`src/rtl/hpta_pkg.sv`:
```
// ----------------------------------------------------------------------------
// Heading PID thrust allocator package
// Widths, register indexes, reset values, sequencer states and pulse width
// constants shared by the heading PID thrust allocator.
// ----------------------------------------------------------------------------
package hpta_pkg;

   // Field widths.
   localparam int ANGLE_W    = 32;
   localparam int GAIN_W     = 16;
   localparam int CSR_IDX_W  = 3;
   localparam int CSR_DATA_W = 16;
   localparam int PWM_W      = 11;
   localparam int INTEG_W    = 48;

   // Shared multiplier: 17-bit signed by 49-bit signed, product kept at 64 bits.
   localparam int MUL_A_W = 17;
   localparam int MUL_B_W = 49;
   localparam int PROD_W  = 64;

   // Shared divider: 56-bit magnitude by 16-bit divisor, four bits per cycle.
   localparam int DIV_N_W   = 56;
   localparam int DIV_D_W   = 16;
   localparam int DIV_STEPS = 4;
   localparam int DIV_ITERS = DIV_N_W / DIV_STEPS;
   localparam int DIV_CNT_W = $clog2(DIV_ITERS);

   // Internal sums.
   localparam int ACC_W   = 59;
   localparam int DELTA_W = 50;
   localparam int FORCE_W = 51;

   // Saturation limits.
   localparam logic signed [ANGLE_W-1:0] ANGLE_MAX = {1'b0, {(ANGLE_W-1){1'b1}}};
   localparam logic signed [ANGLE_W-1:0] ANGLE_MIN = {1'b1, {(ANGLE_W-1){1'b0}}};
   localparam logic signed [INTEG_W-1:0] INTEG_MAX = {1'b0, {(INTEG_W-1){1'b1}}};
   localparam logic signed [INTEG_W-1:0] INTEG_MIN = {1'b1, {(INTEG_W-1){1'b0}}};

   // Pulse width mapping: 1500 + force * 400 / 50, clamped to 1100..1900.
   localparam int PWM_CENTER = 1500;
   localparam int PWM_SPAN   = 400;
   localparam int PWM_MAX    = 1900;
   localparam int PWM_MIN    = 1100;
   localparam int FORCE_FULL = 50;
   localparam int FORCE_DIV  = 65536 * FORCE_FULL / PWM_SPAN;
   localparam int BOW_SHIFT  = $clog2(FORCE_DIV);
   localparam int SIDE_SHIFT = BOW_SHIFT + 1;

   // Register indexes.
   localparam logic [CSR_IDX_W-1:0] CSR_GAIN_PROP     = 3'd0;
   localparam logic [CSR_IDX_W-1:0] CSR_GAIN_INTEG    = 3'd1;
   localparam logic [CSR_IDX_W-1:0] CSR_GAIN_DERIV    = 3'd2;
   localparam logic [CSR_IDX_W-1:0] CSR_SAMPLE_PERIOD = 3'd3;
   localparam logic [CSR_IDX_W-1:0] CSR_BEAM_OFFSET   = 3'd4;
   localparam logic [CSR_IDX_W-1:0] CSR_BOW_ARM       = 3'd5;

   // Register reset values.
   localparam logic [CSR_DATA_W-1:0] RST_GAIN_PROP     = 16'd1024;
   localparam logic [CSR_DATA_W-1:0] RST_GAIN_INTEG    = 16'd0;
   localparam logic [CSR_DATA_W-1:0] RST_GAIN_DERIV    = 16'd256;
   localparam logic [CSR_DATA_W-1:0] RST_SAMPLE_PERIOD = 16'd6554;
   localparam logic [CSR_DATA_W-1:0] RST_BEAM_OFFSET   = 16'd128;
   localparam logic [CSR_DATA_W-1:0] RST_BOW_ARM       = 16'd256;

   // Sequencer states.
   typedef enum logic [3:0] {
      ST_IDLE,
      ST_MUL_INC,
      ST_MUL_P,
      ST_MUL_I,
      ST_MUL_D,
      ST_DIV_D_LOAD,
      ST_DIV_D,
      ST_SUM_D,
      ST_YAW,
      ST_DIV_A_LOAD,
      ST_DIV_A,
      ST_DELTA,
      ST_PWM
   } seq_state_type;

endpackage

```
`src/rtl/heading_pid_thrust_allocator.sv`:
```
// ----------------------------------------------------------------------------
// Heading PID thrust allocator
// Heading PID step followed by a three-thruster force allocation and pulse
// width mapping, built around one shared multiplier and one shared divider.
// ----------------------------------------------------------------------------
//
//   Channel   Direction  Handshake            Content
//   req_*     in         req_valid/req_ready  target, measured, surge, sway
//   rsp_*     out        rsp_valid/rsp_ready  yaw moment, left/right/bow pwm
//   csr_*     in         csr_wr_en            register index and data
//
// An item passes through the multiplier steps and two passes through the
// shared radix-16 divider before it reaches the result register; a new item
// is accepted only once the sequencer has finished the last one.
// req_ready is high only while the sequencer is idle. A waiting result blocks
// the next one at its last step only; while it waits there, no item is taken.
// Synchronous reset restores the register defaults and clears the integral,
// the previous error and the result valid flag.
//
module heading_pid_thrust_allocator (
   input  logic                                   clock,
   input  logic                                   reset,
   input  logic                                   req_valid,
   output logic                                   req_ready,
   input  logic signed [hpta_pkg::ANGLE_W-1:0]    req_target_angle,
   input  logic signed [hpta_pkg::ANGLE_W-1:0]    req_measured_angle,
   input  logic signed [hpta_pkg::ANGLE_W-1:0]    req_surge_force,
   input  logic signed [hpta_pkg::ANGLE_W-1:0]    req_sway_force,
   output logic                                   rsp_valid,
   input  logic                                   rsp_ready,
   output logic signed [hpta_pkg::ANGLE_W-1:0]    rsp_yaw_moment,
   output logic        [hpta_pkg::PWM_W-1:0]      rsp_pwm_left,
   output logic        [hpta_pkg::PWM_W-1:0]      rsp_pwm_right,
   output logic        [hpta_pkg::PWM_W-1:0]      rsp_pwm_bow,
   input  logic                                   csr_wr_en,
   input  logic        [hpta_pkg::CSR_IDX_W-1:0]  csr_index,
   input  logic        [hpta_pkg::CSR_DATA_W-1:0] csr_wdata
);
   import hpta_pkg::*;

   localparam logic signed [FORCE_W-1:0] Q_HI = FORCE_W'(PWM_SPAN);
   localparam logic signed [FORCE_W-1:0] Q_LO = -FORCE_W'(PWM_SPAN);
   localparam logic signed [FORCE_W-1:0] SIDE_BIAS = FORCE_W'((1 << SIDE_SHIFT) - 1);
   localparam logic signed [FORCE_W-1:0] BOW_BIAS  = FORCE_W'((1 << BOW_SHIFT) - 1);
   localparam logic signed [FORCE_W-1:0] NO_BIAS   = '0;

   // Map a truncated force quotient to a clamped pulse width.
   function automatic logic [PWM_W-1:0] pwm_clamp(input logic signed [FORCE_W-1:0] q);
      logic [PWM_W-1:0] pwm;
      if (q > Q_HI) begin
         pwm = PWM_W'(PWM_MAX);
      end else if (q < Q_LO) begin
         pwm = PWM_W'(PWM_MIN);
      end else begin
         pwm = PWM_W'(PWM_CENTER) + q[PWM_W-1:0];
      end
      return pwm;
   endfunction

   // Configuration registers.
   logic signed [GAIN_W-1:0]     kp_ff, ki_ff, kd_ff;
   logic        [CSR_DATA_W-1:0] dt_ff, beam_ff, arm_ff;

   // Sequencer and datapath registers.
   seq_state_type               state_ff, state_in;
   logic signed [ANGLE_W-1:0]   err_ff, err_in;
   logic signed [ANGLE_W-1:0]   last_err_ff, last_err_in;
   logic signed [INTEG_W-1:0]   integ_ff, integ_in;
   logic signed [ANGLE_W-1:0]   surge_ff, surge_in;
   logic signed [ANGLE_W-1:0]   sway_ff, sway_in;
   logic signed [ACC_W-1:0]     acc_ff, acc_in;
   logic signed [ANGLE_W-1:0]   yaw_ff, yaw_in;
   logic signed [DELTA_W-1:0]   delta_ff, delta_in;
   logic signed [PROD_W-1:0]    prod_ff;

   // Divider registers.
   logic [DIV_D_W-1:0]   div_rem_ff, div_rem_in;
   logic [DIV_N_W-1:0]   div_quo_ff, div_quo_in;
   logic [DIV_D_W-1:0]   div_den_ff, div_den_in;
   logic                 div_neg_ff, div_neg_in;
   logic                 div_zero_ff, div_zero_in;
   logic [DIV_CNT_W-1:0] div_cnt_ff, div_cnt_in;

   // Result register.
   logic                      rsp_valid_ff, rsp_valid_in;
   logic signed [ANGLE_W-1:0] rsp_yaw_ff, rsp_yaw_in;
   logic [PWM_W-1:0]          rsp_left_ff, rsp_left_in;
   logic [PWM_W-1:0]          rsp_right_ff, rsp_right_in;
   logic [PWM_W-1:0]          rsp_bow_ff, rsp_bow_in;

   // Multiplier controls.
   logic                          mul_en;
   logic signed [MUL_A_W-1:0]     mul_a;
   logic signed [MUL_B_W-1:0]     mul_b;
   logic signed [MUL_A_W+MUL_B_W-1:0] mul_full;

   // Combinational helpers.
   logic                        req_fire;
   logic                        rsp_load;
   logic signed [ANGLE_W:0]     err_raw;
   logic signed [ANGLE_W-1:0]   err_sat;
   logic signed [ANGLE_W:0]     err_diff;
   logic signed [ANGLE_W-1:0]   integ_inc;
   logic signed [INTEG_W:0]     integ_sum;
   logic signed [INTEG_W-1:0]   integ_sat;
   logic signed [39:0]          pterm;
   logic signed [PROD_W-9:0]    iterm;
   logic signed [MUL_B_W-1:0]   dprod;
   logic signed [MUL_B_W-1:0]   dmag;
   logic signed [DELTA_W-1:0]   alloc_num;
   logic signed [DELTA_W-1:0]   alloc_mag;
   logic signed [DIV_N_W:0]     div_q_pos;
   logic signed [DIV_N_W:0]     div_q;
   logic                        acc_fits;
   logic signed [ANGLE_W-1:0]   yaw_sat;
   logic signed [FORCE_W-1:0]   left_sum, right_sum, bow_sum;
   logic signed [FORCE_W-1:0]   left_q, right_q, bow_q;
   logic [DIV_D_W-1:0]          step_rem;
   logic [DIV_N_W-1:0]          step_quo;

   assign req_fire = req_valid && req_ready;
   assign req_ready = (state_ff == ST_IDLE);
   assign rsp_load  = (state_ff == ST_PWM) && (!rsp_valid_ff || rsp_ready);

   assign rsp_valid      = rsp_valid_ff;
   assign rsp_yaw_moment = rsp_yaw_ff;
   assign rsp_pwm_left   = rsp_left_ff;
   assign rsp_pwm_right  = rsp_right_ff;
   assign rsp_pwm_bow    = rsp_bow_ff;

   // Heading error, saturated to 32 bits.
   assign err_raw = (ANGLE_W+1)'(req_target_angle) - (ANGLE_W+1)'(req_measured_angle);
   always_comb begin
      if (err_raw[ANGLE_W] != err_raw[ANGLE_W-1]) begin
         err_sat = err_raw[ANGLE_W] ? ANGLE_MIN : ANGLE_MAX;
      end else begin
         err_sat = err_raw[ANGLE_W-1:0];
      end
   end

   // Change of error since the previous item.
   assign err_diff = (ANGLE_W+1)'(err_ff) - (ANGLE_W+1)'(last_err_ff);

   // Integral update from error times period, saturated to 48 bits.
   assign integ_inc = prod_ff[47:16];
   assign integ_sum = (INTEG_W+1)'(integ_ff) + (INTEG_W+1)'(integ_inc);
   always_comb begin
      if (integ_sum[INTEG_W] != integ_sum[INTEG_W-1]) begin
         integ_sat = integ_sum[INTEG_W] ? INTEG_MIN : INTEG_MAX;
      end else begin
         integ_sat = integ_sum[INTEG_W-1:0];
      end
   end

   // Proportional and integral terms, floor of the product over 256.
   assign pterm = prod_ff[47:8];
   assign iterm = prod_ff[PROD_W-1:8];

   // Derivative dividend magnitude: gain times error change, times 256.
   assign dprod = prod_ff[MUL_B_W-1:0];
   assign dmag  = dprod[MUL_B_W-1] ? -dprod : dprod;

   // Allocation dividend: yaw times 256 minus bow arm times sway.
   assign alloc_num = {{(DELTA_W-ANGLE_W-8){yaw_ff[ANGLE_W-1]}}, yaw_ff, 8'h00}
                      - DELTA_W'(dprod);
   assign alloc_mag = alloc_num[DELTA_W-1] ? -alloc_num : alloc_num;

   // Signed quotient, truncated toward zero; a zero divisor gives zero.
   assign div_q_pos = {1'b0, div_quo_ff};
   always_comb begin
      if (div_zero_ff) begin
         div_q = '0;
      end else if (div_neg_ff) begin
         div_q = -div_q_pos;
      end else begin
         div_q = div_q_pos;
      end
   end

   // Yaw moment saturation.
   assign acc_fits = (&acc_ff[ACC_W-1:ANGLE_W-1]) || !(|acc_ff[ACC_W-1:ANGLE_W-1]);
   assign yaw_sat  = acc_fits ? acc_ff[ANGLE_W-1:0]
                              : (acc_ff[ACC_W-1] ? ANGLE_MIN : ANGLE_MAX);

   // Thruster forces and their truncated pulse quotients.
   assign left_sum  = FORCE_W'(surge_ff) + FORCE_W'(delta_ff);
   assign right_sum = FORCE_W'(surge_ff) - FORCE_W'(delta_ff);
   assign bow_sum   = FORCE_W'(sway_ff);
   assign left_q  = (left_sum  + (left_sum[FORCE_W-1]  ? SIDE_BIAS : NO_BIAS)) >>> SIDE_SHIFT;
   assign right_q = (right_sum + (right_sum[FORCE_W-1] ? SIDE_BIAS : NO_BIAS)) >>> SIDE_SHIFT;
   assign bow_q   = (bow_sum   + (bow_sum[FORCE_W-1]   ? BOW_BIAS  : NO_BIAS)) >>> BOW_SHIFT;

   // Four restoring division steps per cycle.
   always_comb begin
      logic [DIV_D_W:0] trial;
      step_rem = div_rem_ff;
      step_quo = div_quo_ff;
      for (int i = 0; i < DIV_STEPS; i++) begin
         trial = {step_rem, step_quo[DIV_N_W-1]};
         if (trial >= {1'b0, div_den_ff}) begin
            trial = trial - {1'b0, div_den_ff};
            step_quo = {step_quo[DIV_N_W-2:0], 1'b1};
         end else begin
            step_quo = {step_quo[DIV_N_W-2:0], 1'b0};
         end
         step_rem = trial[DIV_D_W-1:0];
      end
   end

   // Shared multiplier.
   assign mul_full = mul_a * mul_b;

   // Next state.
   always_comb begin
      state_in = state_ff;
      unique case (state_ff)
         ST_IDLE:       if (req_fire) state_in = ST_MUL_INC;
         ST_MUL_INC:    state_in = ST_MUL_P;
         ST_MUL_P:      state_in = ST_MUL_I;
         ST_MUL_I:      state_in = ST_MUL_D;
         ST_MUL_D:      state_in = ST_DIV_D_LOAD;
         ST_DIV_D_LOAD: state_in = ST_DIV_D;
         ST_DIV_D:      if (div_cnt_ff == '0) state_in = ST_SUM_D;
         ST_SUM_D:      state_in = ST_YAW;
         ST_YAW:        state_in = ST_DIV_A_LOAD;
         ST_DIV_A_LOAD: state_in = ST_DIV_A;
         ST_DIV_A:      if (div_cnt_ff == '0) state_in = ST_DELTA;
         ST_DELTA:      state_in = ST_PWM;
         ST_PWM:        if (rsp_load) state_in = ST_IDLE;
         default:       state_in = ST_IDLE;
      endcase
   end

   // Datapath controls per state.
   always_comb begin
      err_in      = err_ff;
      last_err_in = last_err_ff;
      integ_in    = integ_ff;
      surge_in    = surge_ff;
      sway_in     = sway_ff;
      acc_in      = acc_ff;
      yaw_in      = yaw_ff;
      delta_in    = delta_ff;
      div_rem_in  = div_rem_ff;
      div_quo_in  = div_quo_ff;
      div_den_in  = div_den_ff;
      div_neg_in  = div_neg_ff;
      div_zero_in = div_zero_ff;
      div_cnt_in  = div_cnt_ff;
      mul_en      = 1'b0;
      mul_a       = '0;
      mul_b       = '0;
      rsp_yaw_in   = rsp_yaw_ff;
      rsp_left_in  = rsp_left_ff;
      rsp_right_in = rsp_right_ff;
      rsp_bow_in   = rsp_bow_ff;
      rsp_valid_in = rsp_valid_ff && !rsp_ready;
      unique case (state_ff)
         ST_IDLE: begin
            if (req_fire) begin
               err_in   = err_sat;
               surge_in = req_surge_force;
               sway_in  = req_sway_force;
            end
         end
         ST_MUL_INC: begin
            mul_en = 1'b1;
            mul_a  = {1'b0, dt_ff};
            mul_b  = MUL_B_W'(err_ff);
         end
         ST_MUL_P: begin
            integ_in = integ_sat;
            mul_en   = 1'b1;
            mul_a    = MUL_A_W'(kp_ff);
            mul_b    = MUL_B_W'(err_ff);
         end
         ST_MUL_I: begin
            acc_in = ACC_W'(pterm);
            mul_en = 1'b1;
            mul_a  = MUL_A_W'(ki_ff);
            mul_b  = MUL_B_W'(integ_ff);
         end
         ST_MUL_D: begin
            acc_in      = acc_ff + ACC_W'(iterm);
            last_err_in = err_ff;
            mul_en      = 1'b1;
            mul_a       = MUL_A_W'(kd_ff);
            mul_b       = MUL_B_W'(err_diff);
         end
         ST_DIV_D_LOAD: begin
            // Derivative division by the period; the bow moment product
            // is started here and kept in the product register.
            div_quo_in  = {dmag[DIV_N_W-9:0], 8'h00};
            div_rem_in  = '0;
            div_den_in  = dt_ff;
            div_neg_in  = dprod[MUL_B_W-1];
            div_zero_in = (dt_ff == '0);
            div_cnt_in  = DIV_CNT_W'(DIV_ITERS - 1);
            mul_en      = 1'b1;
            mul_a       = {1'b0, arm_ff};
            mul_b       = MUL_B_W'(sway_ff);
         end
         ST_DIV_D, ST_DIV_A: begin
            div_rem_in = step_rem;
            div_quo_in = step_quo;
            div_cnt_in = div_cnt_ff - 1'b1;
         end
         ST_SUM_D: begin
            acc_in = acc_ff + ACC_W'(div_q);
         end
         ST_YAW: begin
            yaw_in = yaw_sat;
         end
         ST_DIV_A_LOAD: begin
            // Side thruster difference: divide by the beam offset.
            div_quo_in  = DIV_N_W'(alloc_mag);
            div_rem_in  = '0;
            div_den_in  = beam_ff;
            div_neg_in  = alloc_num[DELTA_W-1];
            div_zero_in = (beam_ff == '0);
            div_cnt_in  = DIV_CNT_W'(DIV_ITERS - 1);
         end
         ST_DELTA: begin
            delta_in = div_q[DELTA_W-1:0];
         end
         ST_PWM: begin
            if (rsp_load) begin
               rsp_valid_in = 1'b1;
               rsp_yaw_in   = yaw_ff;
               rsp_left_in  = pwm_clamp(left_q);
               rsp_right_in = pwm_clamp(right_q);
               rsp_bow_in   = pwm_clamp(bow_q);
            end
         end
         default: begin
            rsp_valid_in = rsp_valid_ff && !rsp_ready;
         end
      endcase
   end

   // Control state and configuration registers.
   always_ff @(posedge clock) begin
      if (reset) begin
         state_ff     <= ST_IDLE;
         rsp_valid_ff <= 1'b0;
         integ_ff     <= '0;
         last_err_ff  <= '0;
         kp_ff        <= RST_GAIN_PROP;
         ki_ff        <= RST_GAIN_INTEG;
         kd_ff        <= RST_GAIN_DERIV;
         dt_ff        <= RST_SAMPLE_PERIOD;
         beam_ff      <= RST_BEAM_OFFSET;
         arm_ff       <= RST_BOW_ARM;
      end else begin
         state_ff     <= state_in;
         rsp_valid_ff <= rsp_valid_in;
         integ_ff     <= integ_in;
         last_err_ff  <= last_err_in;
         if (csr_wr_en) begin
            unique case (csr_index)
               CSR_GAIN_PROP:     kp_ff   <= csr_wdata;
               CSR_GAIN_INTEG:    ki_ff   <= csr_wdata;
               CSR_GAIN_DERIV:    kd_ff   <= csr_wdata;
               CSR_SAMPLE_PERIOD: dt_ff   <= csr_wdata;
               CSR_BEAM_OFFSET:   beam_ff <= csr_wdata;
               CSR_BOW_ARM:       arm_ff  <= csr_wdata;
               default:           ;
            endcase
         end
      end
   end

   // Payload registers.
   always_ff @(posedge clock) begin
      err_ff       <= err_in;
      surge_ff     <= surge_in;
      sway_ff      <= sway_in;
      acc_ff       <= acc_in;
      yaw_ff       <= yaw_in;
      delta_ff     <= delta_in;
      div_rem_ff   <= div_rem_in;
      div_quo_ff   <= div_quo_in;
      div_den_ff   <= div_den_in;
      div_neg_ff   <= div_neg_in;
      div_zero_ff  <= div_zero_in;
      div_cnt_ff   <= div_cnt_in;
      rsp_yaw_ff   <= rsp_yaw_in;
      rsp_left_ff  <= rsp_left_in;
      rsp_right_ff <= rsp_right_in;
      rsp_bow_ff   <= rsp_bow_in;
      if (mul_en) begin
         prod_ff <= mul_full[PROD_W-1:0];
      end
   end

endmodule
```
`config.mk`:
```
export PLATFORM = sky130hd
export DESIGN_NAME = heading_pid_thrust_allocator
export DESIGN_NICKNAME = d
export VERILOG_FILES = /design/src/rtl/hpta_pkg.sv /design/src/rtl/heading_pid_thrust_allocator.sv
export SDC_FILE = /design/constraint.sdc
export NUM_CORES = 2
export LEC_CHECK = 0
export BUFFER_PORTS_ARGS = -buffer_cell sky130_fd_sc_hd__buf_4
export CORE_MARGIN = 4
export CORE_UTILIZATION = 25
export CTS_CLUSTER_DIAMETER = 150
export CTS_CLUSTER_SIZE = 20
export DETAILED_ROUTE_END_ITERATION = 7
export PLACE_DENSITY = 0.37
export SYNTH_ARGS = -nofsm -noshare
export SYNTH_HDL_FRONTEND = slang
export SYNTH_SLANG_ARGS = --single-unit
```
`constraint.sdc`:
```
create_clock -name clock -period 25.8 [get_ports clock]
set_clock_uncertainty 0.1 [all_clocks]
set_input_delay 1.29 -clock clock [delete_from_list [all_inputs] [get_ports clock]]
set_output_delay 1.29 -clock clock [all_outputs]
set_load 0.01 [all_outputs]
```
==> out/metrics.yaml <==
cells_and_area:
  seqCellArea_um2: 17400
  post-route-util_pct: 27.6
  multi_input_area_um2: 54900
  syn_to_final_growth_pct: 10.1
  fin_nets: 10400
  fillers: 33100
  drive_gt1_share_pct: 5.93
synth:
  syn_inst: 8976
  synthArstFlopShare_pct: 0
  ys.warnings.count: 0
  synthFlopType: "edfxtp_1"
  synth_edf_count: 460
  synth_cell_type_count: 101
  synth_top_area_share_pct: 19.8
  syn_area_per_cell_um2: 8.63
  syn-cell-area_um2: 77500
  yosysSeqAreaShare_pct: 22.5
  synthTopCellsByArea: "fa_1 (20%), edfxtp_1 (18%), ha_1 (9.1%), nand2_1 (5.9%), inv_1 (5.0%)"
  ys_ff_latch: 641
  yosysTopAreaCell: "fa_1"
place:
  place_hpwl_um: 244000
  globalplace.congestion: 0.899
  pre_cts_ws_ns: 12.46
  port_buffers: 218
global_route:
  grt_pass1_vias: 66500
  grt-ovfl-total: 0
  grt_antenna_before_repair: 4
  grt_use_total_pct: 18.9
  grt_pass1_wl_um: 454000
  grt_max_degree: 98
critical_path:
  rrSetupSlack_ns: 12.33
  path_max_fanout: 25
  required_ns: 26.12
  slowest_stage: "mux2i_4"
  cp.arrival_ns: 13.79
  r2r_cells: 54
  worstSetupStartpointType: "register"
  critical_path_class: "reg -> reg"
  r2r_end: "div_rem_ff[4]"
  cpMostUsedCell: "o21ai_0"
  r2r-start: "div_den_ff[1]"
  crit_path_end_kind: "register"
  slowest_delay_ns: 0.77
sta:
  finalSetupViolations: 0
  clock.fmax_ghz: 0.0742
  drv_slew: 0
  fin_crit_sh_pct: 52.2
  tightest_slew_ns: 1.29
  period_minus_slack_ns: 13.47
  slew_headroom_pct: 13.7
  hold_viol_final: 0
  setup_tns_ns: 0
  rsz0062_at_grt: "no"
  hold_ws_ns: 0.359
  worst_slack_ns: 12.33
worst_hold_path:
  min_from: "ki_ff[10]"
  min_to: "ki_ff[10]"
  hold_depth: 2
  hp-class: "reg -> reg"
clocking:
  clkTransAtPathRegs_ns: 0.10
  cts-hold-fix-buffers: 0
  cts_setup_buffers: 0
  cts_buffers: 43
  post_cts_resize_count: 0
  cts.sinks: 641
  cts_root_buffer: "clkbuf_16"
  htree_levels: 2
  cts_tree: "built"
  cts_buffer_depth: 3
  clk_latency_ns: 0.75
floorplanning:
  dieArea_um2: 319000
  row_count: 204
  die_h_um: 565
  io-pin-count: 219
  initial_core_util_pct: 25.1
  die_w_um: 565
  core_um2: 309000
drt:
  via_per_inst: 4.94
  num_vias: 64800
  drt_iter0_drc: 4649
  ant_nets: 0
  dr.pass1.iters: 8
  drt_wl_total_um: 307000
  wl_per_cell_um: 23.4
  drc_errors: 0
power:
  powerDensity_nw_per_um2: 55.9
  ir_drop_mv: 0.0512
  leakage_nw: 35.5
flow_run:
  maxCapViolations: 0
outcome:
  status: "completed"
synthesized netlist by cell type, types with 23 or more instances:
master,number
nor2b_1,71
o21a_1,76
a21boi_0,27
o21ai_1,27
a31oi_1,54
o22ai_1,25
o211ai_1,44
nand4_1,83
o41ai_1,27
inv_1,1026
or2_2,25
o31ai_1,125
or4_1,29
a21o_1,201
a22oi_1,57
a222oi_1,40
mux2_2,33
a221oi_1,23
nor2_1,822
and2_1,39
xor2_1,192
fa_1,765
nand2b_1,100
xnor2_1,365
nor4_1,64
o21ai_0,393
nand3b_1,26
mux2i_1,35
ha_1,565
clkbuf_1,360
nor3_1,100
edfxtp_1,460
a211oi_1,82
a21oi_1,567
maj3_1,48
and3_1,70
nand2_1,1208
o21bai_1,72
dfxtp_1,181
nand3_1,111
or3_1,57
critical path: cells and delay by family, from the launching register on:
family | cells | cell delay, ns
flops | 1 | 0.48
mux | 3 | 1.37
buf+inv | 6 | 1.28
compound gates | 34 | 7.40
fa+ha+maj | 4 | 1.34
simple gates | 7 | 1.16
worst max-delay path by stage:
stage / start / endpoint / slack [ns] / depth (start not counted)
after global placement: div_den_ff[1] / div_rem_ff[3] / 12.19 / 54
after global routing: div_den_ff[1] / div_rem_ff[4] / 10.76 / 54
after floorplan: div_den_ff[1] / div_rem_ff[10] / 13.25 / 57
final: div_den_ff[1] / div_rem_ff[4] / 12.33 / 54
after CTS: div_den_ff[1] / div_rem_ff[4] / 12.36 / 54
after detailed placement: div_den_ff[1] / div_rem_ff[11] / 12.46 / 54
layer usage:
| metal | vias up | wire [um] | GRT usage, % |
|---|---|---|---|
| li1 | 30600 | - | - |
| met1 | 32700 | 141000 | 25.7 |
| met2 | 1293 | 147000 | 32.3 |
| met3 | 256 | 9670 | 1.49 |
| met4 | 0 | 9200 | 5.05 |
| met5 | - | 0 | 0 |
cell type report:
type | instances | area share, %
multi-input combinational | 6912 | 64.4
sequential | 641 | 20.4
tap | 4120 | 6.04
inverter | 1028 | 4.52
timing repair buffer | 330 | 2.91
clock buffer | 62 | 1.39
clock inverter | 16 | 0.293
antenna | 3 | 0.00880
sequential cells by signal (all words and copies together), names as in the netlist, 32 cells and up:
register,flops
div_quo_ff,56
acc_ff,59
prod_ff,64
yaw_ff,32
last_err_ff,32
delta_ff,50
err_ff,32
rsp_yaw_moment,32
sway_ff,32
surge_ff,32
integ_ff,48
layout by cell type, fill, tap and decap left out, types with 62 or more instances in the layout:
master	n
a211oi_1	81
buf_4	329
nor2b_1	69
o31ai_1	124
xor2_1	191
o21bai_1	72
a21oi_1	564
nor2_1	819
nand3_1	110
dfxtp_1	181
o21a_1	76
ha_1	565
inv_1	1026
o21ai_0	392
edfxtp_1	460
xnor2_1	364
nand2b_1	99
nand4_1	83
nor3_1	98
and3_1	62
nand2_1	1201
a21o_1	201
fa_1	765
nor4_1	62
power breakdown:
group / total, W / internal (W) / leakage [nW] / switching (W)
registers: 0.00138 / 0.00123 / 5.77 / 0.000151
clock network: 0.000805 / 0.000348 / 0.689 / 0.000456
logic: 0.00258 / 0.000960 / 29.1 / 0.00162
total: 0.00476 / 0.00254 / 35.5 / 0.00222
cell families after synthesis:
logic type,synth area share [%]
flip-flops,22.5
adder cells (fa/ha/maj),29.5
AO/OA/AOI/OAI,17.0
multiplexers,0.932
XOR/XNOR,6.33
other,0.00484
buffers and inverters,6.95
AND/OR/NAND/NOR,16.7
through the flow:
stage / cells / power (W) / area [um2]
after global placement: 13000 / 0.00398 / 83800
after CTS: 13100 / 0.00482 / 85300
final: 13100 / 0.00476 / 85300
after global routing: 13100 / 0.00512 / 85300
after floorplan: 8978 / 0.00311 / 77500
after detailed placement: 13000 / 0.00398 / 83800
Note: power is estimated with default switching activity, not from simulation.
